File: config.mk
export PLATFORM = sky130hd
export DESIGN_NAME = pdic_post
export DESIGN_NICKNAME = d
export VERILOG_FILES = /design/src/hw/rtl/pdic_pkg.sv /design/src/hw/rtl/pdic_post.sv
export SDC_FILE = /design/constraint.sdc
export NUM_CORES = 1
export LEC_CHECK = 0
export BUFFER_PORTS_ARGS = -buffer_cell sky130_fd_sc_hd__buf_2
export CORE_UTILIZATION = 60
export DETAILED_ROUTE_END_ITERATION = 7
export PLACE_DENSITY = 0.93
export REMOVE_ABC_BUFFERS = 1
export SLEW_MARGIN = 40
export SYNTH_ARGS = -nofsm -noshare
export SYNTH_HDL_FRONTEND = slang
export SYNTH_SLANG_ARGS = --single-unit
File: constraint.sdc
create_clock -name clk -period 9.3 [get_ports clk]
set_input_delay 0.93 -clock clk [delete_from_list [all_inputs] [get_ports clk]]
set_output_delay 0.93 -clock clk [all_outputs]
set_load 0.05 [all_outputs]
File: src/hw/rtl/pdic_pkg.sv
package pdic_pkg;

	localparam int FRAC_BITS  = 16;
	localparam int ROOT_STEPS = 32;
	localparam int DIV_STEPS  = 32;

	// round(0.0012 * 2^32) and round(0.0001 * 2^FRAC_BITS), ties up
	localparam logic [63:0] RANGE_GAIN_W = (64'd12 * 64'd4294967296 + 64'd5000) / 64'd10000;
	localparam logic [22:0] RANGE_GAIN   = RANGE_GAIN_W[22:0];
	localparam logic [63:0] OFFSET_W     = ((64'd1 << FRAC_BITS) + 64'd5000) / 64'd10000;
	localparam logic signed [33:0] OFFSET_QF = $signed(OFFSET_W[33:0]);
	localparam logic signed [33:0] DIST_MAX  = 34'sh0_7FFF_FFFF;

	typedef enum logic [2:0] {
		CFG_PLANE_A   = 3'd0,
		CFG_PLANE_B   = 3'd1,
		CFG_PLANE_C   = 3'd2,
		CFG_PLANE_D   = 3'd3,
		CFG_THRESHOLD = 3'd4,
		CFG_FILTER_EN = 3'd5
	} cfg_idx_t;

	typedef struct packed {
		logic signed [31:0] a;
		logic signed [31:0] b;
		logic signed [31:0] c;
		logic signed [31:0] d;
		logic signed [31:0] thr;
		logic               fe;
	} cfg_t;

	typedef struct packed {
		logic [31:0] x;
		logic [31:0] y;
		logic [31:0] z;
	} point_t;

	typedef struct packed {
		point_t pt;
		logic   deg;
	} side_t;

endpackage

File: src/hw/rtl/pdic_post.sv
module pdic_post import pdic_pkg::*; (
	input  logic        clk,
	input  logic        arst_n,
	input  logic        en,
	input  cfg_t        cfg,
	input  logic        in_vld,
	input  side_t       in_side,
	input  logic [31:0] in_quo,
	input  logic        in_ovf,
	input  logic [31:0] in_range,
	output logic        out_vld,
	output point_t      out_pt,
	output logic [31:0] out_dist,
	output logic        out_keep,
	output logic        out_deg
);

	logic        vld_s1, vld_s2;
	side_t       side_s1;
	logic [31:0] quo_s1;
	logic        ovf_s1;
	logic [54:0] prod_s1;
	point_t      pt_s2;
	logic [31:0] dist_s2;
	logic        keep_s2, deg_s2;

	logic [55:0]        rnd;
	logic signed [33:0] total;
	logic [31:0]        dist_w;

	always_ff @(posedge clk or negedge arst_n) begin
		if (!arst_n) begin
			vld_s1 <= 1'b0;
			vld_s2 <= 1'b0;
		end else if (en) begin
			vld_s1 <= in_vld;
			vld_s2 <= vld_s1;
		end
	end

	always_ff @(posedge clk) begin
		if (en) begin
			side_s1 <= in_side;
			quo_s1  <= in_quo;
			ovf_s1  <= in_ovf;
			prod_s1 <= 55'(in_range) * 55'(RANGE_GAIN);
		end
	end

	assign rnd   = 56'(prod_s1) + 56'h0_0000_8000_0000;
	assign total = $signed({2'b00, quo_s1}) + $signed({10'd0, rnd[55:32]}) - OFFSET_QF;

	always_comb begin
		if (side_s1.deg) begin
			dist_w = '0;
		end else if (ovf_s1 || total > DIST_MAX) begin
			dist_w = DIST_MAX[31:0];
		end else begin
			dist_w = total[31:0];
		end
	end

	always_ff @(posedge clk) begin
		if (en) begin
			pt_s2   <= side_s1.pt;
			dist_s2 <= dist_w;
			deg_s2  <= side_s1.deg;
			keep_s2 <= !side_s1.deg && (!cfg.fe || ($signed(dist_w) <= cfg.thr));
		end
	end

	assign out_vld  = vld_s2;
	assign out_pt   = pt_s2;
	assign out_dist = dist_s2;
	assign out_keep = keep_s2;
	assign out_deg  = deg_s2;

endmodule

==> results of run 1 <==
[where the power goes]
part / total [W] / internal (W) / leakage (nW) / switching, W
sequential: 0.00193 / 0.00184 / 2.81 / 0.0000900
combinational: 0.00818 / 0.00335 / 9.73 / 0.00483
clock: 0.00110 / 0.000642 / 0.419 / 0.000462
total: 0.0112 / 0.00583 / 13.0 / 0.00538
[worst register-to-register path: cells and delay by family (launching register included)]
family                     cells  cell delay, ns
and+or+nand+nor               10            3.08
AOI/OAI and AO/OA              9            1.63
adders and majority gates      4            1.19
DFF                            1            0.40
xor gates and xnor gates       2            0.34
buffers and inverters          2            0.32
muxes                          1            0.22
[sequential cells by signal, indices dropped and copies added, names as in the netlist, 24 cells and up]
name,count
out_dist,32
side_s1,97
out_pt,96
quo_s1,32
prod_s1,24
[layer usage]
layer | GRT usage | vias up | share of wire
li1 | - | 7060 | -
met1 | 0.354 | 7747 | 0.34
met2 | 0.530 | 921 | 0.49
met3 | 0.0830 | 295 | 0.10
met4 | 0.207 | 14 | 0.074
met5 | 0 | - | 0.0016
[Yosys cell counts, drive strengths merged (4+ instances only)]
cell,n
o21a,7
a31oi,9
nor2b,17
o21bai,6
and3,11
nand2,42
o211ai,6
edfxtp,284
a211oi,12
xor2,35
nor3,13
nor2,42
nand2b,7
xnor2,42
buf,4
a221oi,4
nand3,20
o21ai,31
clkbuf,4
fa,248
inv,460
o2111ai,4
a21oi,95
nand4,21
ha,402
a21o,29
[cells by family after synthesis]
| logic type | Yosys count | share of synthesized area |
|---|---|---|
| DFF | 286 | 0.366 |
| xor gates and xnor gates | 77 | 0.0288 |
| and+or+nand+nor | 185 | 0.0393 |
| buffers and inverters | 468 | 0.0755 |
| adders and majority gates | 650 | 0.427 |
| AOI/OAI and AO/OA | 223 | 0.0621 |
| muxes | 3 | 0.00139 |
[metrics by stage]
stage               utilization  worst slack, ns  hold slack [ns]
floorplan                     -             2.56            0.400
global placement          0.667             1.85            0.401
detailed placement        0.667             1.46            0.405
CTS                       0.690             1.93            0.169
global route              0.692             1.34            0.170
finish                    0.692             1.83            0.177
[how the worst max path moves through the flow]
stage                 from           to  slack, ns  cells past startpoint
4_1_cts        prod_s1[32]     out_keep       1.93                     30
6_report       in_range[6]  prod_s1[40]       1.83                     21
3_5_place_dp   in_range[9]  prod_s1[40]       1.46                     19
5_1_grt        prod_s1[32]     out_keep       1.34                     30
3_3_place_gp   in_range[6]  prod_s1[53]       1.85                     23
2_1_floorplan  in_range[5]  prod_s1[54]       2.56                     20
[layout make-up]
type                       instances  share of cell area
tap                              518              0.0243
sequential                       286               0.321
antenna                           10            0.000938
clock buffer                      32              0.0260
inverter                         460              0.0647
timing repair buffer             335              0.0657
clock inverter                    14             0.00670
multi-input combinational       1138               0.490
==> impl_metrics.toml, run 1 <==
[status]
outcome = "complete, no violations"

[critical_path]
crit_required_ns = 9.59
worstPathCellList = "buf_2 -> fa_1 -> ha_1 -> fa_1 -> fa_1 -> inv_1 -> fa_1 -> inv_1 -> fa_1 -> fa_1 -> ha_1 -> nand3_1 -> nor3_1 -> a221oi_2 -> a311oi_2 -> a21oi_1 -> o21ai_0 -> o21ai_0 -> a21boi_0 -> nor2_1 -> xnor2_1"
cp-end-kind = "register"
critPathMaxStageDelay_ns = 0.58
worstPathArrival_ns = 7.77
reg2reg_depth = 28
r2r_end = "out_keep"
crit_family = "adder cells"
r2r_setup_slack_ns = 1.86
startpoint_type = "input port"
crit_fanout = 11
crit_type = "input port to register"
cpMaxStageDelayCell = "a311oi_2"
reg2reg_from = "prod_s1[32]"
timing.critical_path.buf_inv = 3
cpMostUsedCell = "fa_1"

[sta]
finalCritPeriodShare = 0.804
finalHoldViolCount = 0
fin_setup_tns_ns = 0
finClkSkew_ns = 0.0215
slew_headroom = 0.462
slew_viol_final = 0
fmax_mhz = 134
rsz0062_at_grt = "no"
setup-violations-final = 0
tightest_slew_ns = 0.806
fin_crit_ns = 7.47

[clock_network]
cts_setup_buffers = 0
cts-root-buf = "clkbuf_16"
ctsHoldBuffers = 0
cts_resized = 0
clk_latency_ns = 0.54
cts_buffer_depth = 3
cts_tree = "done"
numCtsBuffers = 26
htree_num_levels = 1
cts.sinks = 286
clk_pin_slew_ns = 0.07

[detailed_routing]
drtPass1Iterations = 5
viasPerCell = 5.74
postRouteAntennaNets = 0
wl_per_cell_um = 22.4
dr.first_iter.drc_count = 1257
num_vias = 16000
routed_wl_um = 62500
drc_errors = 0

[yosys]
yosysSeqAreaShare = 0.366
synthArstFlopShare = 0.00699
ys_types = 59
synth_area_leaders = "edfxtp_1 36%, ha_1 21%, fa_1 21%, inv_1 7.4%, a21oi_1 2.0%"
synth.avg_cell_area_um2 = 12.4
yosysWarnings = 0
synth-edff-count = 284
netlist_area_mm2 = 0.0234
synth_area_leader_cell = "edfxtp_1"
synth-main-ff-cell = "edfxtp_1"
synth-seq-cells = 286
synth_top_area_share = 0.364
synthCells = 1892

[place]
dp.cells = 2735
dpl_cell_area_mm2 = 0.0257
dp_hpwl_um = 47500
port_buffers = 329
globalplace.congestion = 0.908

[finish]
area_growth_pct = 13.9
mostFrequentLayoutCells = "460 x inv_1, 402 x ha_1, 328 x buf_2, 284 x edfxtp_1, 248 x fa_1"
instances_no_fill = 2793
drive_gt1_frac = 0.173
fillers = 2465
fin_area_mm2 = 0.0267
multi_input_area_mm2 = 0.0131
final_nets = 3224
seq_area_mm2 = 0.00858
final_common_cell = "inv_1"

[floorplan]
io_pins = 458
dieWidth_um = 200
die_area_mm2 = 0.0398
die_h_um = 200
start_util = 0.607
rows = 72
fp.coreArea_mm2 = 0.0386

[min_path]
hp-class = "input port to asynchronous set/reset pin"

[grt]
grt_overflow = 0
grt_pass1_wl_um = 93700
grt_antenna_before_repair = 16
grtUsageTotal = 0.315
grt_start_max_net_pins = 174
grt_pass1_vias = 17300

[pwr]
power.density_mw_per_mm2 = 420
p_total_w = 0.0112
leakage_nw = 13.0
ir_worst_vdd_mv = 0.410

[run]
max_cap_violations = 0
No activity file was read; power rests on OpenSTA's default activity.
==> run 2, diff against run 1 <==
- CORE_UTILIZATION: 60 -> 57
- PLACE_DENSITY: 0.93 -> 0.89
- clock period: 9.3 -> 7.2 ns (I/O delays scaled with it)
==> run 2 against run 1 <==
Worst hold slack better by 0.17 ns. First-iteration DRC count is 0.48% lower. Register-to-register slack worse by 1.6 ns. Combinational power is 27% higher. Sequential power is 29% higher. Routed wire length is 4.0% lower. Global-route usage is 2.3 points lower. Total power is 27% higher. Via count is 1.1% lower. Clock skew is 0.0020 ns higher. Final area is 1.2% higher. Flip-flop and latch count stayed put.
==> impl_metrics.toml, run 2 (synthesis results as in run 1) <==
[sta]
tightest_slew_ns = 0.770
setup-violations-final = 0
fin_crit_ns = 6.93
slew_viol_final = 0
finalHoldViolCount = 0
fin_ws_ns = 0.272
finalCritPeriodShare = 0.962
finClkSkew_ns = 0.0235
slew_headroom = 0.487
fmax_mhz = 144
whs_ns = 0.351

[clock_network]
cts_buffer_depth = 3
cts.sinks = 286
cts-root-buf = "clkbuf_16"
htree_num_levels = 1
numCtsBuffers = 26
clk_latency_ns = 0.54
clk_pin_slew_ns = 0.07
cts_tree = "done"

[place]
globalplace.congestion = 0.934
port_buffers = 329
dpl_cell_area_mm2 = 0.0261
dp_hpwl_um = 48800
pre_cts_ws_ns = -0.00384

[finish]
mostFrequentLayoutCells = "460 x inv_1, 402 x ha_1, 328 x buf_2, 284 x edfxtp_1, 248 x fa_1"
post-route-util = 0.673
area_growth_pct = 15.3
final_nets = 3266
largest_reg_flops = 97
final_common_cell = "inv_1"
regMostFlops = "side_s1"
drive_gt1_frac = 0.188
fin_area_mm2 = 0.0270
fillers = 2690

[pwr]
ir_worst_vdd_mv = 0.535
p_total_w = 0.0143
power.density_mw_per_mm2 = 528
leakage_nw = 13.2

[critical_path]
startpoint_type = "register"
r2r_setup_slack_ns = 0.27
r2r_end = "out_keep"
crit_family = "compound AO/OA/AOI/OAI gates"
reg2reg_from = "prod_s1[39]"
crit_type = "register to register"
cpMaxStageDelayCell = "edfxtp_1"
reg2reg_depth = 32
crit_required_ns = 7.47
worstPathArrival_ns = 7.20
crit_fanout = 32
cp-end-kind = "register"
timing.critical_path.buf_inv = 3
critPathMaxStageDelay_ns = 0.39

[detailed_routing]
wl_per_cell_um = 21.1
routed_wl_um = 60000
dr.first_iter.drc_count = 1251
drtPass1Iterations = 5
drc_errors = 0
num_vias = 15900
postRouteAntennaNets = 0
viasPerCell = 5.59

[status]
outcome = "complete, no violations"

[grt]
grt_antenna_before_repair = 7
grt_start_max_net_pins = 118
grt_pass1_wl_um = 92300
grt_overflow = 0
grtUsageTotal = 0.292
grt_pass1_vias = 17200

[min_path]
hp-class = "input port to register"
hold_path_end = "quo_s1[27]"
whs_path_depth = 1
hold_start = "in_quo[27]"

[floorplan]
rows = 73
start_util = 0.584
die_area_mm2 = 0.0419
dieWidth_um = 205
die_h_um = 205
fp.coreArea_mm2 = 0.0401
io_pins = 458

[run]
max_cap_violations = 0
==> run 2: cell type report <==
type | count | area, µm² | share of cell area
clock inverter | 12 | 111 | 0.00412
tap | 525 | 657 | 0.0243
multi-input combinational | 1138 | 13100 | 0.486
inverter | 460 | 1730 | 0.0640
sequential | 286 | 8580 | 0.318
timing repair buffer | 377 | 2100 | 0.0777
clock buffer | 34 | 702 | 0.0260
antenna | 7 | 17.5 | 0.000649
==> run 2: metal layers <==
metal,vias up,global-route usage,part of all wire
li1,7144,-,-
met1,7709,0.337,0.36
met2,789,0.503,0.49
met3,218,0.0609,0.084
met4,8,0.171,0.067
met5,-,0,0.00088
==> run 2: report_power, final <==
group | switching, W | internal, W
Combinational | 0.00592 | 0.00451
Sequential | 0.000117 | 0.00238
Clock | 0.000584 | 0.000757
==> run 2: per-stage QoR <==
step	TNS [ns]	instances
2_1_floorplan	0	1884
3_3_place_gp	0	2781
3_5_place_dp	-0.00384	2783
4_1_cts	0	2830
5_1_grt	-0.0179	2834
6_report	0	2839
==> run 2: repair_timing <==
item	CTS	global route
setup endpoints to repair	0	1
hold endpoints to repair	2	0
hold buffers	1	0
buffers inserted	0	2
resized for setup	0	7
==> run 2: worst register-to-register path: cells and delay by family, from the launching register on <==
family | cells | cell delay, ns
xor gates and xnor gates | 2 | 0.36
AOI/OAI and AO/OA | 14 | 2.98
buffers and inverters | 3 | 0.43
adders and majority gates | 3 | 0.87
muxes | 1 | 0.13
and+or+nand+nor | 9 | 1.52
DFF | 1 | 0.39
==> run 2: how the worst max path moves through the flow <==
stage	slack [ns]	end	depth (start not counted)	start
2_1_floorplan	0.67	prod_s1[54]	20	in_range[5]
5_1_grt	-0.02	out_keep	32	prod_s1[35]
3_3_place_gp	0.15	prod_s1[54]	18	in_range[12]
4_1_cts	0.17	out_keep	31	prod_s1[31]
6_report	0.27	out_keep	32	prod_s1[39]
3_5_place_dp	-0.004	prod_s1[54]	23	in_range[5]
==> run 3, diff against run 2 <==
- CORE_UTILIZATION: 57 -> 58
- CTS_BUF_LIST: unset -> sky130_fd_sc_hd__clkbuf_2 sky130_fd_sc_hd__clkbuf_4 sky130_fd_sc_hd__clkbuf_8
- PLACE_DENSITY: 0.89 -> 0.9
- SLEW_MARGIN: 40 -> 20
==> run 3 against run 2 <==
Critical path depth decreased by 14. Maximum frequency increased by 2.1%. Final area about the same. Cell count increased by 1.2%. Setup slack improved by 0.14 ns.
==> impl_metrics.toml, run 3 (synthesis results as in run 1) <==
[status]
outcome = "complete, no violations"

[floorplan]
start_util = 0.588
die_area_mm2 = 0.0412
io_pins = 458
rows = 73
dieWidth_um = 203
die_h_um = 203
fp.coreArea_mm2 = 0.0398

[grt]
grtUsageTotal = 0.297
grt_start_max_net_pins = 179
grt_overflow = 0
grt_pass1_wl_um = 92500
grt_pass1_vias = 17100
grt_antenna_before_repair = 6

[finish]
final_nets = 3287
instances_no_fill = 2872
regMostFlops = "side_s1"
area_growth_pct = 15.2
mostFrequentLayoutCells = "460 x inv_1, 402 x ha_1, 328 x buf_2, 284 x edfxtp_1, 248 x fa_1"
drive_gt1_frac = 0.200
final_common_cell = "inv_1"
largest_reg_flops = 97

[critical_path]
crit_fanout = 11
worstPathArrival_ns = 7.11
crit_type = "input port to register"
cp-end-kind = "register"
startpoint_type = "input port"
crit_required_ns = 7.52

[clock_network]
cts_buffer_depth = 3
cts_tree = "done"
numCtsBuffers = 42
htree_num_levels = 2
clk_pin_slew_ns = 0.07
clk_latency_ns = 0.58
cts.sinks = 286
cts-root-buf = "clkbuf_8"

[pwr]
p_total_w = 0.0143
power.density_mw_per_mm2 = 531
ir_worst_vdd_mv = 0.557
leakage_nw = 13.2

[sta]
rsz0062_at_grt = "no"
finalCritPeriodShare = 0.943
fin_crit_ns = 6.79
setup-violations-final = 0
fin_ws_ns = 0.414
finClkSkew_ns = 0.0393
fmax_mhz = 147
finalHoldViolCount = 0
fin_setup_tns_ns = 0
tightest_slew_ns = 0.897
slew_headroom = 0.402
slew_viol_final = 0

[detailed_routing]
met2_wirelength_um = 30100
num_vias = 15900
drc_errors = 0
dr.first_iter.drc_count = 1143
met3_length_um = 4700
viasPerCell = 5.55
highest_layer = "met5"
postRouteAntennaNets = 0
routed_wl_um = 60700
wl_per_cell_um = 21.1
m1WireLength_um = 22400
drtPass1Iterations = 6

[min_path]
hp-class = "input port to register"

[place]
dp.cells = 2787
pre_cts_ws_ns = -0.163
globalplace.congestion = 0.957
port_buffers = 329
dp_hpwl_um = 48700

[run]
max_cap_violations = 0
[run 3: repair_timing]
action,in CTS,in global routing
buffers inserted,0,3
pin swaps,0,3
gates cloned,0,0
hold buffers,1,0
gates resized for setup,1,8
setup endpoints to repair,1,1
endpoints found under the hold margin,2,0
[run 3: worst paths after layout]
path / slack [ns] / cells past startpoint / endpoint / start
setup / recovery: 0.41 / 18 / prod_s1[54] / in_range[12]
hold / removal: 0.31 / 1 / side_s1[91] / in_side[91]
setup reg to reg: 0.41 / 32 / out_keep / prod_s1[31]
hold reg to reg: 0.39 / 0 / out_pt[51] / side_s1[52]
max in group asynchronous: 6.64 / 2 / out_vld / arst_n
min in group asynchronous: 0.47 / 2 / vld_s1 / arst_n
[run 3: critical path, stage by stage]
cell and delay (ns):
buf_2 0.35, fa_1 0.50, ha_1 0.35, fa_1 0.57, fa_1 0.54, fa_1 0.54
fa_1 0.53, fa_1 0.49, ha_1 0.35, a21oi_1 0.19, o21ai_0 0.20, nor4b_1 0.49
a21boi_2 0.30, o31ai_2 0.13, a211oi_4 0.30, nor3_1 0.11, a2111oi_2 0.33, xnor2_1 0.10
[run 3: stage by stage]
step	util	cell area (µm²)	hold WS, ns
finish	0.678	27000	0.311
global route	0.677	27000	0.292
CTS	0.675	26900	0.284
detailed placement	0.655	26100	0.405
global placement	0.655	26100	0.400
floorplan	-	23400	0.400
[run 3: layout make-up]
type	instances	area (µm²)
Sequential cell	286	8580
Inverter	460	1730
Multi-Input combinational cell	1138	13100
Antenna cell	7	17.5
Clock inverter	21	143
Fill cell	2668	12800
Clock buffer	53	661
Timing Repair Buffer	382	2080
Tap cell	525	657
[run 3: layer usage]
layer	up-vias	global-route usage
met1	7839	0.350
met3	185	0.0557
met4	4	0.165
met2	727	0.513
met5	-	0
li1	7182	-
[run 3: where the power goes]
| group | leakage, nW | internal (W) | switching [W] |
|---|---|---|---|
| sequential | 2.81 | 0.00238 | 0.000112 |
| clock | 0.415 | 0.000646 | 0.000645 |
| combinational | 9.97 | 0.00455 | 0.00600 |
